`src/rtl/cawm_pkg.sv`:
```
// ----------------------------------------------------------------------------
// cawm_pkg
// Shared types and constants for the command/acknowledge window matcher.
// ----------------------------------------------------------------------------
package cawm_pkg;

	localparam int ACK_LENGTH     = 19;
	localparam int COMMAND_LENGTH = 20;
	localparam int TABLE_MAX      = 32;

	localparam int FILL_W    = $clog2(ACK_LENGTH + 1);
	localparam int CMD_IDX_W = (COMMAND_LENGTH > 1) ? $clog2(COMMAND_LENGTH) : 1;
	localparam int TBL_IDX_W = $clog2(TABLE_MAX);

	localparam logic [7:0] TIMEOUT_RESET = 8'd47;

	localparam logic [1:0] OP_START   = 2'd0;
	localparam logic [1:0] OP_RX_BYTE = 2'd1;
	localparam logic [1:0] OP_TICK    = 2'd2;
	localparam logic [1:0] OP_OVERRUN = 2'd3;

	localparam logic [1:0] OUTCOME_NONE    = 2'd0;
	localparam logic [1:0] OUTCOME_ACK     = 2'd1;
	localparam logic [1:0] OUTCOME_TIMEOUT = 2'd2;

	localparam logic [7:0] CMD_FRAME [0:TABLE_MAX-1] = '{
		0: 8'h7E, 1: 8'h00, 2: 8'h10, 3: 8'h17, 4: 8'h01, 5: 8'h00, 6: 8'h13,
		7: 8'hA2, 8: 8'h00, 9: 8'h41, 10: 8'hA2, 11: 8'h2D, 12: 8'hDC,
		13: 8'hFF, 14: 8'hFE, 15: 8'h02, 16: 8'h44, 17: 8'h31, 18: 8'h05,
		19: 8'hCD, default: 8'h00
	};

	localparam logic [7:0] ACK_FRAME [0:TABLE_MAX-1] = '{
		0: 8'h7E, 1: 8'h00, 2: 8'h0F, 3: 8'h97, 4: 8'h01, 5: 8'h00, 6: 8'h13,
		7: 8'hA2, 8: 8'h00, 9: 8'h41, 10: 8'hA2, 11: 8'h2D, 12: 8'hDC,
		13: 8'hFF, 14: 8'hFE, 15: 8'h44, 16: 8'h31, 17: 8'h00, 18: 8'h54,
		default: 8'h00
	};

	typedef struct packed {
		logic [1:0] opcode;
		logic [7:0] rx_byte;
	} in_item_t;

	typedef struct packed {
		logic [7:0] tx_byte;
		logic       tx_valid;
		logic       last;
		logic       radio_awake;
		logic       uart_restart;
		logic [1:0] outcome;
	} out_item_t;

	// one classified item handed from front to back
	typedef struct packed {
		logic       is_frame;
		logic       ends;
		logic       awake;
		logic       restart;
		logic [1:0] outcome;
	} job_t;

endpackage

```
`src/rtl/cawm_front.sv`:
```
// ----------------------------------------------------------------------------
// cawm_front
// Accepts items, tracks armed state, ack window and timeout, emits one job.
// ----------------------------------------------------------------------------
module cawm_front (
	input  logic               clk,
	input  logic               arst_n,
	input  logic               cfg_we,
	input  logic [7:0]         cfg_wdata,
	input  logic               in_valid,
	output logic               in_ready,
	input  cawm_pkg::in_item_t in_item,
	output logic               job_valid,
	input  logic               job_ready,
	output cawm_pkg::job_t     job
);
	import cawm_pkg::*;

	logic [7:0]        timeout_q;
	logic [7:0]        window_q [0:ACK_LENGTH-1];
	logic [7:0]        win_nxt  [0:ACK_LENGTH-1];
	logic [FILL_W-1:0] fill_q;
	logic [FILL_W-1:0] fill_nxt;
	logic [7:0]        period_q;
	logic [7:0]        period_nxt;
	logic              armed_q;
	logic              match;
	logic              accept;

	assign in_ready  = job_ready;
	assign job_valid = in_valid;
	assign accept    = in_valid && job_ready;

	always_comb begin
		for (int i = 0; i < ACK_LENGTH - 1; i++) begin
			win_nxt[i] = window_q[i + 1];
		end
		win_nxt[ACK_LENGTH - 1] = in_item.rx_byte;
	end

	assign fill_nxt   = (fill_q < FILL_W'(ACK_LENGTH)) ? fill_q + 1'b1 : fill_q;
	assign period_nxt = (period_q == 8'hFF) ? period_q : period_q + 8'd1;

	always_comb begin
		match = (fill_nxt >= FILL_W'(ACK_LENGTH));
		for (int i = 0; i < ACK_LENGTH; i++) begin
			if (win_nxt[i] != ACK_FRAME[i]) begin
				match = 1'b0;
			end
		end
	end

	always_comb begin
		job = '{is_frame: 1'b0, ends: 1'b0, awake: 1'b0, restart: 1'b0,
			outcome: OUTCOME_NONE};
		if (in_item.opcode == OP_START) begin
			job.is_frame = 1'b1;
			job.ends     = (timeout_q == 8'd0);
		end else if (armed_q) begin
			job.awake = 1'b1;
			case (in_item.opcode)
				OP_RX_BYTE: begin
					if (match) begin
						job.awake   = 1'b0;
						job.outcome = OUTCOME_ACK;
					end
				end
				OP_TICK: begin
					if (period_nxt >= timeout_q) begin
						job.awake   = 1'b0;
						job.outcome = OUTCOME_TIMEOUT;
					end
				end
				OP_OVERRUN: job.restart = 1'b1;
				default: ;
			endcase
		end
	end

	always_ff @(posedge clk or negedge arst_n) begin
		if (!arst_n) begin
			timeout_q <= TIMEOUT_RESET;
			fill_q    <= '0;
			period_q  <= '0;
			armed_q   <= 1'b0;
		end else begin
			if (cfg_we) begin
				timeout_q <= cfg_wdata;
			end
			if (accept) begin
				if (in_item.opcode == OP_START) begin
					fill_q   <= '0;
					period_q <= '0;
					armed_q  <= (timeout_q != 8'd0);
				end else if (armed_q) begin
					case (in_item.opcode)
						OP_RX_BYTE: begin
							fill_q <= fill_nxt;
							if (match) begin
								armed_q <= 1'b0;
							end
						end
						OP_TICK: begin
							period_q <= period_nxt;
							if (period_nxt >= timeout_q) begin
								armed_q <= 1'b0;
							end
						end
						default: ;
					endcase
				end
			end
		end
	end

	// window contents only count once fill reaches the ack length
	always_ff @(posedge clk) begin
		if (accept && armed_q && in_item.opcode == OP_RX_BYTE) begin
			for (int i = 0; i < ACK_LENGTH; i++) begin
				window_q[i] <= win_nxt[i];
			end
		end
	end

endmodule

```
`src/rtl/cawm_queue.sv`:
```
// ----------------------------------------------------------------------------
// cawm_queue
// Four-entry job queue between the front and back parts.
// ----------------------------------------------------------------------------
module cawm_queue (
	input  logic           clk,
	input  logic           arst_n,
	input  logic           push_valid,
	output logic           push_ready,
	input  cawm_pkg::job_t push_job,
	output logic           pop_valid,
	input  logic           pop_ready,
	output cawm_pkg::job_t pop_job
);
	import cawm_pkg::*;

	localparam int DEPTH = 4;
	localparam int PTR_W = $clog2(DEPTH);

	job_t             mem_q [0:DEPTH-1];
	logic [PTR_W-1:0] wr_ptr_q;
	logic [PTR_W-1:0] rd_ptr_q;
	logic [PTR_W:0]   count_q;
	logic             push;
	logic             pop;

	assign push_ready = (count_q != (PTR_W + 1)'(DEPTH));
	assign pop_valid  = (count_q != '0);
	assign pop_job    = mem_q[rd_ptr_q];
	assign push       = push_valid && push_ready;
	assign pop        = pop_valid && pop_ready;

	always_ff @(posedge clk or negedge arst_n) begin
		if (!arst_n) begin
			wr_ptr_q <= '0;
			rd_ptr_q <= '0;
			count_q  <= '0;
		end else begin
			if (push) begin
				wr_ptr_q <= wr_ptr_q + 1'b1;
			end
			if (pop) begin
				rd_ptr_q <= rd_ptr_q + 1'b1;
			end
			case ({push, pop})
				2'b10:   count_q <= count_q + 1'b1;
				2'b01:   count_q <= count_q - 1'b1;
				default: ;
			endcase
		end
	end

	always_ff @(posedge clk) begin
		if (push) begin
			mem_q[wr_ptr_q] <= push_job;
		end
	end

endmodule

```
`src/rtl/cawm_back.sv`:
```
// ----------------------------------------------------------------------------
// cawm_back
// Expands jobs into result items: the command frame or one status item.
// ----------------------------------------------------------------------------
module cawm_back (
	input  logic                clk,
	input  logic                arst_n,
	input  logic                job_valid,
	output logic                job_ready,
	input  cawm_pkg::job_t      job,
	output logic                out_valid,
	input  logic                out_ready,
	output cawm_pkg::out_item_t out_item
);
	import cawm_pkg::*;

	localparam logic [CMD_IDX_W-1:0] LAST_IDX = CMD_IDX_W'(COMMAND_LENGTH - 1);

	out_item_t            out_q;
	logic                 out_valid_q;
	logic                 busy_q;
	logic                 ends_q;
	logic [CMD_IDX_W-1:0] idx_q;
	logic [CMD_IDX_W-1:0] cur_idx;
	logic                 cur_ends;
	logic                 load;
	logic                 fin;
	out_item_t            frame_item;

	assign load      = !out_valid_q || out_ready;
	assign job_ready = load && !busy_q;
	assign out_valid = out_valid_q;
	assign out_item  = out_q;

	// first frame byte comes straight from the job, the rest from the counter
	assign cur_idx  = busy_q ? idx_q : '0;
	assign cur_ends = busy_q ? ends_q : job.ends;
	assign fin      = (cur_idx == LAST_IDX);

	always_comb begin
		frame_item.tx_byte      = CMD_FRAME[TBL_IDX_W'(cur_idx)];
		frame_item.tx_valid     = 1'b1;
		frame_item.last         = fin;
		frame_item.radio_awake  = !(fin && cur_ends);
		frame_item.uart_restart = 1'b0;
		frame_item.outcome      = (fin && cur_ends) ? OUTCOME_TIMEOUT : OUTCOME_NONE;
	end

	always_ff @(posedge clk or negedge arst_n) begin
		if (!arst_n) begin
			out_valid_q <= 1'b0;
			busy_q      <= 1'b0;
			ends_q      <= 1'b0;
			idx_q       <= '0;
			out_q       <= '0;
		end else if (load) begin
			if (busy_q) begin
				out_q       <= frame_item;
				out_valid_q <= 1'b1;
				idx_q       <= idx_q + 1'b1;
				if (fin) begin
					busy_q <= 1'b0;
				end
			end else if (job_valid) begin
				out_valid_q <= 1'b1;
				if (job.is_frame) begin
					out_q  <= frame_item;
					ends_q <= job.ends;
					idx_q  <= CMD_IDX_W'(1);
					busy_q <= !fin;
				end else begin
					out_q.tx_byte      <= 8'h00;
					out_q.tx_valid     <= 1'b0;
					out_q.last         <= 1'b1;
					out_q.radio_awake  <= job.awake;
					out_q.uart_restart <= job.restart;
					out_q.outcome      <= job.outcome;
				end
			end else begin
				out_valid_q <= 1'b0;
			end
		end
	end

endmodule

```
`src/rtl/command_ack_window_matcher_top.sv`:
```
// ----------------------------------------------------------------------------
// command_ack_window_matcher_top
// Sends the radio command frame and watches received bytes for the ack frame.
// ----------------------------------------------------------------------------
// Input channel (in_valid/in_ready/in_item) takes one item per cycle while the
// queue has room: start, received byte, timer period tick or receive overrun.
// The front part updates the armed flag, the 19-byte receive window and the
// period count at accept, then queues a job (four entries) for the back part.
// Output channel (out_valid/out_ready/out_item) gives one result per cycle while
// out_ready is high: a start yields the 20 command frame bytes, else one status
// item. An accepted item is registered in a queue entry, then in the back part's
// output register. Sustained rate is one item per cycle for non-start items
// while out_ready is high; a start holds the output for its 20 frame bytes.
// cfg_we/cfg_wdata write the timeout period count; write only while idle.
// Reset clears armed state and the queue and loads a timeout of 47 periods.
// When the receiver stalls, the output register holds, the queue fills and
// in_ready drops once all four entries are taken.
// ----------------------------------------------------------------------------
module command_ack_window_matcher_top (
	input  logic                clk,
	input  logic                arst_n,
	input  logic                cfg_we,
	input  logic [7:0]          cfg_wdata,
	input  logic                in_valid,
	output logic                in_ready,
	input  cawm_pkg::in_item_t  in_item,
	output logic                out_valid,
	input  logic                out_ready,
	output cawm_pkg::out_item_t out_item
);
	import cawm_pkg::*;

	logic fq_valid;
	logic fq_ready;
	job_t fq_job;
	logic qb_valid;
	logic qb_ready;
	job_t qb_job;

	cawm_front u_front (
		.clk       (clk),
		.arst_n    (arst_n),
		.cfg_we    (cfg_we),
		.cfg_wdata (cfg_wdata),
		.in_valid  (in_valid),
		.in_ready  (in_ready),
		.in_item   (in_item),
		.job_valid (fq_valid),
		.job_ready (fq_ready),
		.job       (fq_job)
	);

	cawm_queue u_queue (
		.clk        (clk),
		.arst_n     (arst_n),
		.push_valid (fq_valid),
		.push_ready (fq_ready),
		.push_job   (fq_job),
		.pop_valid  (qb_valid),
		.pop_ready  (qb_ready),
		.pop_job    (qb_job)
	);

	cawm_back u_back (
		.clk       (clk),
		.arst_n    (arst_n),
		.job_valid (qb_valid),
		.job_ready (qb_ready),
		.job       (qb_job),
		.out_valid (out_valid),
		.out_ready (out_ready),
		.out_item  (out_item)
	);

endmodule

```
`config.mk`:
```
export PLATFORM = sky130hd
export DESIGN_NAME = command_ack_window_matcher_top
export DESIGN_NICKNAME = d
export VERILOG_FILES = /design/src/rtl/cawm_pkg.sv /design/src/rtl/cawm_front.sv /design/src/rtl/cawm_queue.sv /design/src/rtl/cawm_back.sv /design/src/rtl/command_ack_window_matcher_top.sv
export SDC_FILE = /design/constraint.sdc
export NUM_CORES = 1
export LEC_CHECK = 0
export BUFFER_PORTS_ARGS = -buffer_cell sky130_fd_sc_hd__buf_2
export CAP_MARGIN = 30
export CORE_MARGIN = 2
export CORE_UTILIZATION = 55
export CTS_CLUSTER_SIZE = 14
export DETAILED_ROUTE_END_ITERATION = 10
export PLACE_DENSITY = 0.75
export SYNTH_ARGS = -nofsm -noshare
export SYNTH_HDL_FRONTEND = slang
export SYNTH_HIERARCHICAL = 1
export SYNTH_SLANG_ARGS = --single-unit
```
`constraint.sdc`:
```
create_clock -name clk -period 8.3 [get_ports clk]
set_input_delay 1.66 -clock clk [delete_from_list [all_inputs] [get_ports clk]]
set_output_delay 1.66 -clock clk [all_outputs]
set_load 0.03 [all_outputs]
```
-- Word-level counts from Yosys, hierarchy flattened
Memories as Yosys holds them, arrays and structs flattened.
Index checks and enable logic that the tools add are counted.
- word-level logic and storage cells: 147
- memories kept: 3
- input bits: 23
- memory bits (read-only): 256
- register bits after elaboration: 51
- bits in latches: 0
- RAM bits: 176
- memories (name ; words ; bits a word ; read ports ; clocked after memory_dff ; wr ports ; line ; source):
    (no name shown) ; 32 ; 8 ; 1 ; 0 ; 0 ; cawm_back.sv:41 ; frame_item.tx_byte = CMD_FRAME[TBL_IDX_W'(cur_idx)];
    u_front.window_q ; 19 ; 8 ; 18 ; 0 ; 19 ; cawm_front.sv:20 ; logic [7:0] window_q [0:ACK_LENGTH-1];
    u_queue.mem_q ; 4 ; 6 ; 1 ; 0 ; 1 ; cawm_queue.sv:20 ; job_t mem_q [0:DEPTH-1];
- add/subtract/negate cells: 7
- reduce and logical (&&, ||, !) cells: 30
- bitwise logic cells: 2
- div/mod/pow operators: 0
- muxes and demuxes: 61
- equality and inequality tests: 23
- multipliers: 0
- $lt $le $gt $ge: 4
- shifts and indexed selects: 0
- operators by type and width (operator ; number):
    $mux 8 ; 6
    $ne 8x8->1 const B ; 6
    $mux 14 ; 3
    $mux 5 ; 8
    $reduce_bool 8->1 ; 5
    $mux 1 ; 36
    $ne 8x7->1 const B ; 4
    $ne 8x6->1 const B ; 2
    $reduce_bool 2->1 ; 6
    $add 5x1->5 const B ; 2
    $reduce_and 3->1 ; 3
    $add 8x1->8 const B ; 1
    $eq 8x8->1 const B ; 1
    $ge 8x8->1 ; 1
    $logic_not 8->1 ; 1
    $mux 4 ; 2
    $ne 8x1->1 const B ; 1
    $ne 8x4->1 const B ; 1
    $ne 8x5->1 const B ; 1
    $eq 2x2->1 const B ; 3
    $ge 6x6->1 const B ; 1
    $logic_and 1x1->1 ; 6
    $mux 2 ; 3
    $not 5->6 ; 1
    other kinds (18) ; 23

-- Longest topological paths before layout
Gate-level depths: netlist of the first run.
- word-level depth: 26
- mapped depth: 11

-- By module
Netlist of the first run, hierarchy kept.
- by module, submodules not included (module ; area each (µm²) ; sequential area each (µm²) ; instances ; cells each):
    cawm_front ; 6318.6 ; 4880.9 ; 1 ; 377
    cawm_back ; 1397.6 ; 550.5 ; 1 ; 148
    cawm_queue ; 1297.5 ; 895.9 ; 1 ; 69

-- Least setup slack after synthesis of the first run
OpenSTA, ideal clock, no wires.
- path type: in2reg
- start point: input in_item[9] (netlist name)
- end point: register u_front.fill_q[4]
- slack: -1.054 ns
- required time: 8.203 ns
- stages: 7
- path buffers: 1
- arrival time: 9.257 ns
- path through: inv_1 > ha_1 > and2_1 > clkbuf_1 > nor2b_1 > a41oi_1 > nor2_1
- longest elaborated chain between the ends: 3
- RTL lines (what ; line ; source):
    start, declared ; command_ack_window_matcher_top.sv:26 ; input cawm_pkg::in_item_t in_item,
    $eq 2x1->1 / $logic_not 2->1 (equally long branches) ; cawm_front.sv:96, cawm_front.sv:91 ;
    $reduce_bool 2->1 (no source line) ; -- ;
    $reduce_and 3->1 (no source line) ; -- ;
    end signal, assigned ; cawm_front.sv:98 ; fill_q <= fill_nxt;
    end, declared ; cawm_front.sv:22 ; logic [FILL_W-1:0] fill_q;
Several ways; a longest one is shown, not always the timed one.
A chain may end at the register's enable or synchronous reset.

==> flow_metrics.tcl, run 1 <==
set metrics [dict create \
    cts_buffers 23 \
    dp_cells 829 \
    worstSetupEndpoint "u_front/window_q[1][2]" \
    cts_hold_buf 0 \
    r2r-end "u_queue/mem_q[2][3]" \
    ir_drop_mv 0.1686 \
    drt-pass1-iter-count 5 \
    drive_above_1_share_pct 18.65 \
    ios 39 \
    rows 46 \
    cpMostUsedCell "buf_4" \
    post_cts_buffers 0 \
    grt_pass1_wl_um 25780 \
    cts_resized 0 \
    cp-start-kind "primary input" \
    synthToLayoutAreaGrowth_pct 12.19 \
    r2r_start "u_front/period_q[3]" \
    ys_async_sr_fraction_pct 23.29 \
    routed_wl_um 15530 \
    clk_pin_slew_ns 0.06 \
    finalCritPeriodShare_pct 47.78 \
    r2r_setup_slack_ns 5.03 \
    grt_usage_pct 18.22 \
    portBuffers 38 \
    final_common_cell "edfxtp_1" \
    crit_family "buffers and inverters" \
    wl_per_cell_um 17.85 \
    endpoint_kind "register" \
    setup-tns-final_ns 0 \
    synth_cells 594 \
    grt_setup_unrepaired "no" \
    hold_slack_ns 0.4380 \
    die-area_sq_um 17430 \
    power_leakage_nw 3.688 \
    power.total_mw 2.998 \
    grt_pass1_vias 5000 \
    grt_max_degree 81 \
    synth.avg_cell_area_sq_um 15.17 \
    nFillCells 1136 \
    drc 0 \
    hold_class "reg2reg" \
    synth_edf_count 168 \
    fin_nets 689 \
    vias 4994 \
    final_cell_mix "edfxtp_1 (168), dfrtp_1 (46), buf_2 (38), nand2_1 (38), inv_1 (29)" \
    critPathRequiredTime_ns 8.42 \
    cp_slowest_cell "buf_4" \
    detail-route-antenna-nets 0 \
    place_ws_ns 3.816 \
    place.gp.congestion 0.8395 \
    fin_skew_ns 0.009452 \
    clock-sinks 219 \
    stdcell_count 870 \
    hpwl_um 10490 \
    setup_viol 0 \
    cts.path.max_buffers 3 \
    cp.arrival_ns 4.08 \
    die_x_um 132.0 \
    placedInstanceArea_sq_um 9376 \
    overflow 0 \
    drt_iter0_drc 367 \
    synth_top_flop_cell "edfxtp_1" \
    finish.utilization_pct 63.43 \
    clockRootBuffer "clkbuf_16" \
    r2r_cells 10 \
    hold_violations 0 \
    cap_violations 0 \
    die_y_um 132.0 \
    final-max-slew-violation-count 0 \
    max_clock_freq_mhz 252.2 \
    start_util_pct 56.54 \
    syn-cell-area_sq_um 9014 \
    yosysWarningCount 6 \
    syn_nets 645 \
    antenna_found_initial 0 \
    htreeDepth 1 \
    path_max_fanout 80 \
    cp_num_buf_inv 4 \
    path_class "in2reg" \
    outcome "finished, final reports clean" \
    yosysUniqueCellTypes 82 \
    setup_slack_ns 4.334 \
    diodes 0 \
    final_cell_area_sq_um 10110 \
    powerDensity_nw_per_um2 296.5 \
    slowest_delay_ns 0.87 \
    worstMarginPinSlew_ns 0.9630 \
    cts_tree "done" \
    layout_min_cycle_time_ns 3.966 \
    slew_headroom_pct 35.80 \
    core_sq_um 15940 \
    crit_start "in_item[9]" \
    synth_seq_cells 219 \
    path_cells "buf_2 -> inv_1 -> ha_1 -> and2_1 -> nor2b_4 -> buf_4 -> buf_4" \
    clkLatencyLatePin_ns 0.50 \
    ys_seq_area_share_pct 70.20 \
    worst-path-stages 7 \
    routed_via_density 5.740 \
]
-- registers in the layout (all words and copies together) (netlist names) --
signal / count
u_front/fill_q: 5
u_back/ends_q: 1
u_back/idx_q: 5
u_front/timeout_q: 8
u_front/armed_q: 1
u_back/busy_q: 1
u_queue/count_q: 3
u_front/period_q: 8
u_queue/rd_ptr_q: 2
u_queue/mem_q: 24
u_back/out_item: 14
u_back/out_valid: 1
u_queue/wr_ptr_q: 2
u_front/window_q: 144
-- worst reg2reg max path: stages (launching register included) --
cell	delay, ns
dfrtp_1	0.46
and4_1	0.26
a41oi_2	0.35
nand3_1	0.17
xnor2_1	0.16
ha_1	0.29
a2111oi_0	0.58
nand2_1	0.09
o21ai_0	0.18
o21ai_0	0.19
a31oi_1	0.32
-- layout make-up --
class,count,area (sq um),share of cell area (%)
Tap cell,216,270.3,2.673
Timing Repair Buffer,41,212.7,2.103
Sequential cell,219,6327,62.57
Clock buffer,29,618.1,6.112
Inverter,29,108.9,1.076
Multi-Input combinational cell,324,2457,24.30
Clock inverter,12,117.6,1.163
-- how the worst min path moves through the flow --
stage	start	cells past startpoint	slack (ns)	end
floorplan	u_front/window_q[16][1]	0	0.42	u_front/window_q[15][1]
global placement	u_front/window_q[4][4]	0	0.42	u_front/window_q[3][4]
detailed placement	u_front/window_q[7][1]	0	0.43	u_front/window_q[6][1]
CTS	u_front/window_q[7][1]	0	0.44	u_front/window_q[6][1]
global route	u_front/window_q[13][0]	0	0.45	u_front/window_q[12][0]
finish	u_front/window_q[7][1]	0	0.44	u_front/window_q[6][1]
-- metal layers --
layer	wire length [um]	vias up	track usage [%]	part of all wire [%]
li1	-	2379	-	-
met1	6654	2448	24.07	43
met2	7821	131	31.34	50
met3	701	36	3.153	4.5
met4	352	0	5.133	2.3
met5	0	-	0	0
-- Yosys cell counts (all sizes together) (3+ instances only) --
cell type,count,area share (%)
nand2b,3,0.21
and3,5,0.40
mux2i,4,0.44
dfstp,5,1.5
nand2,39,1.7
nand3,9,0.56
o221ai,3,0.29
and4bb,4,0.56
mux4,6,1.5
ha,27,3.7
a22o,7,0.68
nor4b,14,1.4
edfxtp,168,56
nor2b,5,0.35
mux2,6,0.79
a31oi,5,0.35
o31ai,5,0.42
or2,3,0.21
nor3,8,0.50
nand4,16,1.1
dfrtp,46,13
nor4bb,6,0.67
inv,29,1.2
and2,4,0.31
xor2,5,0.49
a21oi,12,0.71
a32o,3,0.33
clkbuf,8,0.33
xnor2,9,0.87
nor2,22,0.94
nor4,13,1.2
o21ai,40,2.4
buf,14,1.1
-- power by group --
part	switching, mW	internal (mW)
Sequential	0.132	1.32
Clock	0.392	0.590
Combinational	0.331	0.238
Total	0.855	2.14
-- cells by family after synthesis --
kind of cell,share of synthesized area (%)
AO/OA/AOI/OAI,7.385
flip-flops,70.20
AND/OR/NAND/NOR,11.73
adder cells (fa/ha/maj),3.970
XOR/XNOR,1.360
buffers and inverters,2.623
multiplexers,2.735
Power figures use the tool's default switching activity.
==> run 2: changes to the inputs <==
Settings changed: CORE_UTILIZATION 55 to 60, PLACE_DENSITY 0.75 to 0.78.
Clock period 8.3 ns to 3.77 ns, I/O delays scaled along.
==> run 2 against run 1 <==
  * Flip-flop and latch count unchanged
  * Clock skew up 0.0044 ns
  * Sequential power grew 120%
  * Combinational power rose by 120%
  * Core utilization grew 5.5 points
  * Sequential share of layout area increased by 0.31 points
  * Die area decreased by 8.1%
  * Register-to-register slack worse by 4.4 ns
  * Clock power grew 110%
  * Critical path depth increased by 2
  * First-iteration DRC count rose by 43%
  * Highest routed layer unchanged
==> flow_metrics.tcl, run 2 (synthesis gave the netlist of run 1 again) <==
set metrics [dict create \
    outcome "finished, final reports clean" \
    path_max_fanout 8 \
    cp_num_buf_inv 0 \
    hold_violations 0 \
    intPower_mw 4.621 \
    critPathRequiredTime_ns 4.06 \
    slowest_delay_ns 0.54 \
    die_y_um 126.6 \
    finish.utilization_pct 68.97 \
    drt_iter0_drc 524 \
    cts_tree "done" \
    drc 0 \
    final-max-slew-violation-count 0 \
    grt_pass1_vias 5099 \
    power_frac_clock_pct 31.4 \
    cp_slowest_cell "a2111oi_0" \
    vias 5045 \
    place.gp.congestion 0.8789 \
    final_cell_mix "edfxtp_1 (168), dfrtp_1 (46), buf_2 (38), nand2_1 (38)" \
    powerDensity_nw_per_um2 645.0 \
    power_leakage_nw 3.663 \
    fin_nets 688 \
    clock-sinks 219 \
    stdcell_count 837 \
    path_class "reg2reg" \
    power.total_mw 6.490 \
    antenna_found_initial 0 \
    register_area_sq_um 6327 \
    setup-tns-final_ns 0 \
    start_util_pct 61.78 \
    setup_viol 0 \
    largest_register_ffs 144 \
    max_clock_freq_mhz 317.3 \
    worst-path-stages 9 \
    htreeDepth 1 \
    wl_per_cell_um 18.49 \
    p_comb_share_pct 19.6 \
    cts_buffers 22 \
    path_cells "and4_1 -> a41oi_2 -> nand3_1 -> xnor2_1 -> ha_1 -> a2111oi_0 -> o211a_1 -> o21ai_0 -> a31oi_1" \
    endpoint_kind "register" \
    worstMarginPinSlew_ns 0.7577 \
    p_sw_mw 1.868 \
    rows 44 \
    grt_usage_pct 19.57 \
    clockRootBuffer "clkbuf_16" \
    fin_skew_ns 0.01389 \
    core_sq_um 14590 \
    detail-route-antenna-nets 0 \
    die-area_sq_um 16020 \
    finalCritPeriodShare_pct 83.60 \
    final_cell_area_sq_um 10060 \
    p_sw_share_pct 28.79 \
    portBuffers 38 \
    overflow 0 \
    cp-start-kind "register" \
    routed_via_density 6.027 \
    synthToLayoutAreaGrowth_pct 11.63 \
    routed_wl_um 15480 \
    multi_input_area_sq_um 2472 \
    nFillCells 966 \
    drt-pass1-iter-count 5 \
    grt_pass1_wl_um 25190 \
    grt_max_degree 145 \
    cts_hold_buf 0 \
    place_ws_ns 0.6815 \
    clkLatencyLatePin_ns 0.50 \
    crit_family "compound AO/OA/AOI/OAI gates" \
    pwr-share-seq_pct 49.1 \
    cp.arrival_ns 3.44 \
    hold_class "in2async" \
    die_x_um 126.6 \
    ir_drop_mv 0.4170 \
    cts.path.max_buffers 3 \
    placedInstanceArea_sq_um 9376 \
    diodes 0 \
    cts_resized 0 \
    drive_above_1_share_pct 18.38 \
    hpwl_um 10220 \
    setup_slack_ns 0.6185 \
    final_common_cell "edfxtp_1" \
    layout_min_cycle_time_ns 3.152 \
    ios 39 \
    slew_headroom_pct 49.49 \
    grt_setup_unrepaired "no" \
    post_cts_buffers 0 \
    top_register "u_front/window_q" \
    cap_violations 0 \
    dp_cells 797 \
    r2r_cells 9 \
    hold_slack_ns 0.2919 \
    clk_pin_slew_ns 0.06 \
]
[run 2: changes by cell type in the layout (fill, tap and decap cells not counted), moves of 2 or more]
cell / before / now
clkbuf_8: 2 / 4
clkinv_2: 5 / 2
bufinv_16: 2 / 0
clkbuf_1: 4 / 8
[run 2: area by class of cell]
class / count / share of cell area [%]
flip-flops and latches: 219 / 62.88
repair buffers: 41 / 2.238
multi-input cells: 324 / 24.57
well taps: 184 / 2.288
clock buffers: 35 / 6.566
inverters: 29 / 1.206
clock inverters: 5 / 0.2487
[run 2: power by group through the flow]
stage                     Combinational (mW)  Clock (mW)  Sequential [mW]
after floorplan                        0.989           0             3.20
after global routing                    1.41        2.18             3.23
after CTS                               1.28        2.09             3.19
final                                   1.27        2.04             3.19
after detailed placement                1.26           0             3.23
after global placement                  1.22           0             3.21
[run 2: worst reg2reg max path, stage by stage, from the launching register on]
cell	delay (ns)
dfrtp_1	0.46
and4_1	0.27
a41oi_2	0.35
nand3_1	0.19
xnor2_1	0.16
ha_1	0.28
a2111oi_0	0.54
o211a_1	0.26
o21ai_0	0.12
a31oi_1	0.31
[run 2: path summary, 6_finish.rpt]
| check | from | end | slack [ns] |
|---|---|---|---|
| worst min-delay path | arst_n | u_back/out_item[3] | 0.29 |
| max in group asynchronous | arst_n | u_front/timeout_q[2] | 2.65 |
| worst max register to register | u_front/period_q[3] | u_queue/mem_q[0][3] | 0.62 |
| worst min register to register | u_front/window_q[4][2] | u_front/window_q[3][2] | 0.44 |
| worst max-delay path | u_front/period_q[3] | u_queue/mem_q[0][3] | 0.62 |
| min in group clk | u_front/window_q[4][2] | u_front/window_q[3][2] | 0.44 |
[run 2: metal layers]
metal | GRT usage (%) | up-vias | part of all wire [%]
met2 | 33.53 | 149 | 51
met3 | 3.205 | 37 | 4.1
met1 | 26.03 | 2483 | 42
met5 | 0 | - | 0
met4 | 6.076 | 0 | 2.6
li1 | - | 2376 | -
==> run 3: changes to the inputs <==
Settings changed: CORE_UTILIZATION 60 to 55, PLACE_DENSITY 0.78 to 0.75.
Clock period 3.77 ns to 2.55 ns, I/O delays scaled along.
==> run 3 against run 2 <==
  * Maximum frequency up 24%
  * Via count increased by 1.5%
  * Sequential share of layout area shrank 2.0 points
  * Flip-flop and latch count unchanged
  * Worst setup slack got worse by 0.60 ns
  * Largest cell class unchanged
  * Die area up 8.8%
  * Clock skew down 0.0062 ns
  * Routed wire length is 3.0% higher
  * Non-clock buffer count rose by 18
  * First-iteration DRC count is 24% lower
  * Worst hold slack got worse by 0.16 ns
  * Clock power grew 60%
==> flow_metrics.tcl, run 3 (synthesis gave the netlist of run 1 again) <==
set metrics [dict create \
    drt-pass1-iter-count 5 \
    cts.path.max_buffers 3 \
    endpoint_kind "register" \
    dp_cells 843 \
    r2r-end "u_queue/mem_q[0][3]" \
    cp.arrival_ns 2.85 \
    slew_headroom_pct 55.45 \
    grt_usage_pct 18.47 \
    final_common_cell "edfxtp_1" \
    clockRootBuffer "clkbuf_16" \
    cp_slowest_cell "dfrtp_1" \
    r2r_start "u_front/period_q[0]" \
    fin_skew_ns 0.007707 \
    synthToLayoutAreaGrowth_pct 15.30 \
    grt_pass1_vias 5286 \
    die-area_sq_um 17430 \
    placedInstanceArea_sq_um 9553 \
    path_max_fanout 4 \
    diodes 0 \
    die_x_um 132.0 \
    cap_violations 0 \
    layout_min_cycle_time_ns 2.536 \
    core_sq_um 15940 \
    grt_pass1_wl_um 26060 \
    largest_register_ffs 144 \
    htreeDepth 1 \
    drt_iter0_drc 399 \
    path_class "reg2reg" \
    rows 46 \
    final_cell_area_sq_um 10390 \
    stdcell_count 885 \
    critPathRequiredTime_ns 2.86 \
    start_util_pct 56.54 \
    r2r_cells 9 \
    antenna_found_initial 0 \
    top_register "u_front/window_q" \
    fin_nets 706 \
    hold_slack_ns 0.1308 \
    final-max-slew-violation-count 0 \
    register_area_sq_um 6329 \
    path_cells "ha_2 -> a41oi_2 -> nand3_2 -> xnor2_2 -> ha_1 -> a2111oi_4 -> o211a_1 -> o21ai_2 -> a31oi_2" \
    max_clock_freq_mhz 394.3 \
    outcome "finished, final reports clean" \
    portBuffers 38 \
    grt_max_degree 56 \
    drive_above_1_share_pct 22.57 \
    ios 39 \
    ir_drop_mv 0.5892 \
    slowest_delay_ns 0.41 \
    cts_buffers 22 \
    hold_violations 0 \
    vias 5119 \
    final_cell_mix "edfxtp_1 (168), dfrtp_1 (45), buf_2 (38), nand2_1 (38), inv_1 (28)" \
    r2r_setup_slack_ns 0.01 \
    detail-route-antenna-nets 0 \
    finalCritPeriodShare_pct 99.46 \
    routed_via_density 5.784 \
    clock-sinks 219 \
    cp-start-kind "register" \
    hold_class "in2async" \
    die_y_um 132.0 \
    place.gp.congestion 0.8397 \
    routed_wl_um 15940 \
    cts_tree "done" \
    drc 0 \
    cp_num_buf_inv 0 \
    multi_input_area_sq_um 2545 \
    overflow 0 \
    clk_pin_slew_ns 0.06 \
    power_leakage_nw 3.806 \
    crit_start "u_front/period_q[0]" \
    clkLatencyLatePin_ns 0.50 \
    hpwl_um 10640 \
    nFillCells 1148 \
    grt_setup_unrepaired "yes" \
    powerDensity_nw_per_um2 958.5 \
    crit_family "compound AO/OA/AOI/OAI gates" \
    worstMarginPinSlew_ns 0.6682 \
    setup_viol 0 \
    wl_per_cell_um 18.01 \
]
-- run 3: where the power goes --
part           internal, mW  switching, mW  total, mW
Sequential             4.28          0.374       4.65
Clock                  2.00           1.26       3.26
Combinational         0.857           1.19       2.05
-- run 3: worst max path at each step --
stage,cells past startpoint,to,slack (ns)
after floorplan,7,u_front/fill_q[4],-1.07
after global placement,9,u_queue/mem_q[0][3],0.07
after detailed placement,10,u_queue/mem_q[0][3],-0.08
after CTS,9,u_queue/mem_q[0][3],0.009
after global routing,10,u_queue/mem_q[0][3],-0.08
final,9,u_queue/mem_q[0][3],0.01
-- run 3: stage by stage --
step                      utilization [%]  setup WS, ns  TNS [ns]  total power [mW]
after floorplan                         -        -1.069   -141.41             6.193
after global placement              59.92       0.06512         0             6.605
after detailed placement            59.92      -0.07896   -0.3157             6.713
after CTS                           64.68      0.008986         0             10.00
after global routing                65.19      -0.07646   -0.3731             10.44
final                               65.19       0.01385         0             9.962
-- run 3: worst register-to-register path: cells and delay by family (launching register included) --
kind	cells	cell delay [ns]
AOI/OAI and AO/OA	5	1.08
adders and majority gates	2	0.58
DFF	1	0.41
xor gates and xnor gates	1	0.15
and+or+nand+nor	1	0.14
-- run 3: final cells by class --
cell class,count,share of cell area [%]
inverter,29,1.168
timing repair buffer,59,3.744
multi-input combinational,324,24.49
clock buffer,29,5.947
clock inverter,9,1.156
tap,216,2.601
sequential,219,60.90
-- run 3: timing repair --
| item | 4_1_cts | 5_1_grt |
|---|---|---|
| endpoints found under the setup margin | 4 | 9 |
| gates resized for setup | 5 | 12 |
| buffers inserted | 0 | 4 |
| hold buffers | 0 | 0 |
| cloned | 0 | 0 |
| pin swaps | 1 | 11 |
-- run 3: layer usage --
metal  vias to the layer above  global-route usage [%]  wire length [um]
met3                        37                   3.422               671
met2                       134                   31.37              8028
met5                         -                       0                 0
li1                       2418                       -                 -
met1                      2530                   24.34              6841
met4                         0                   5.857               395
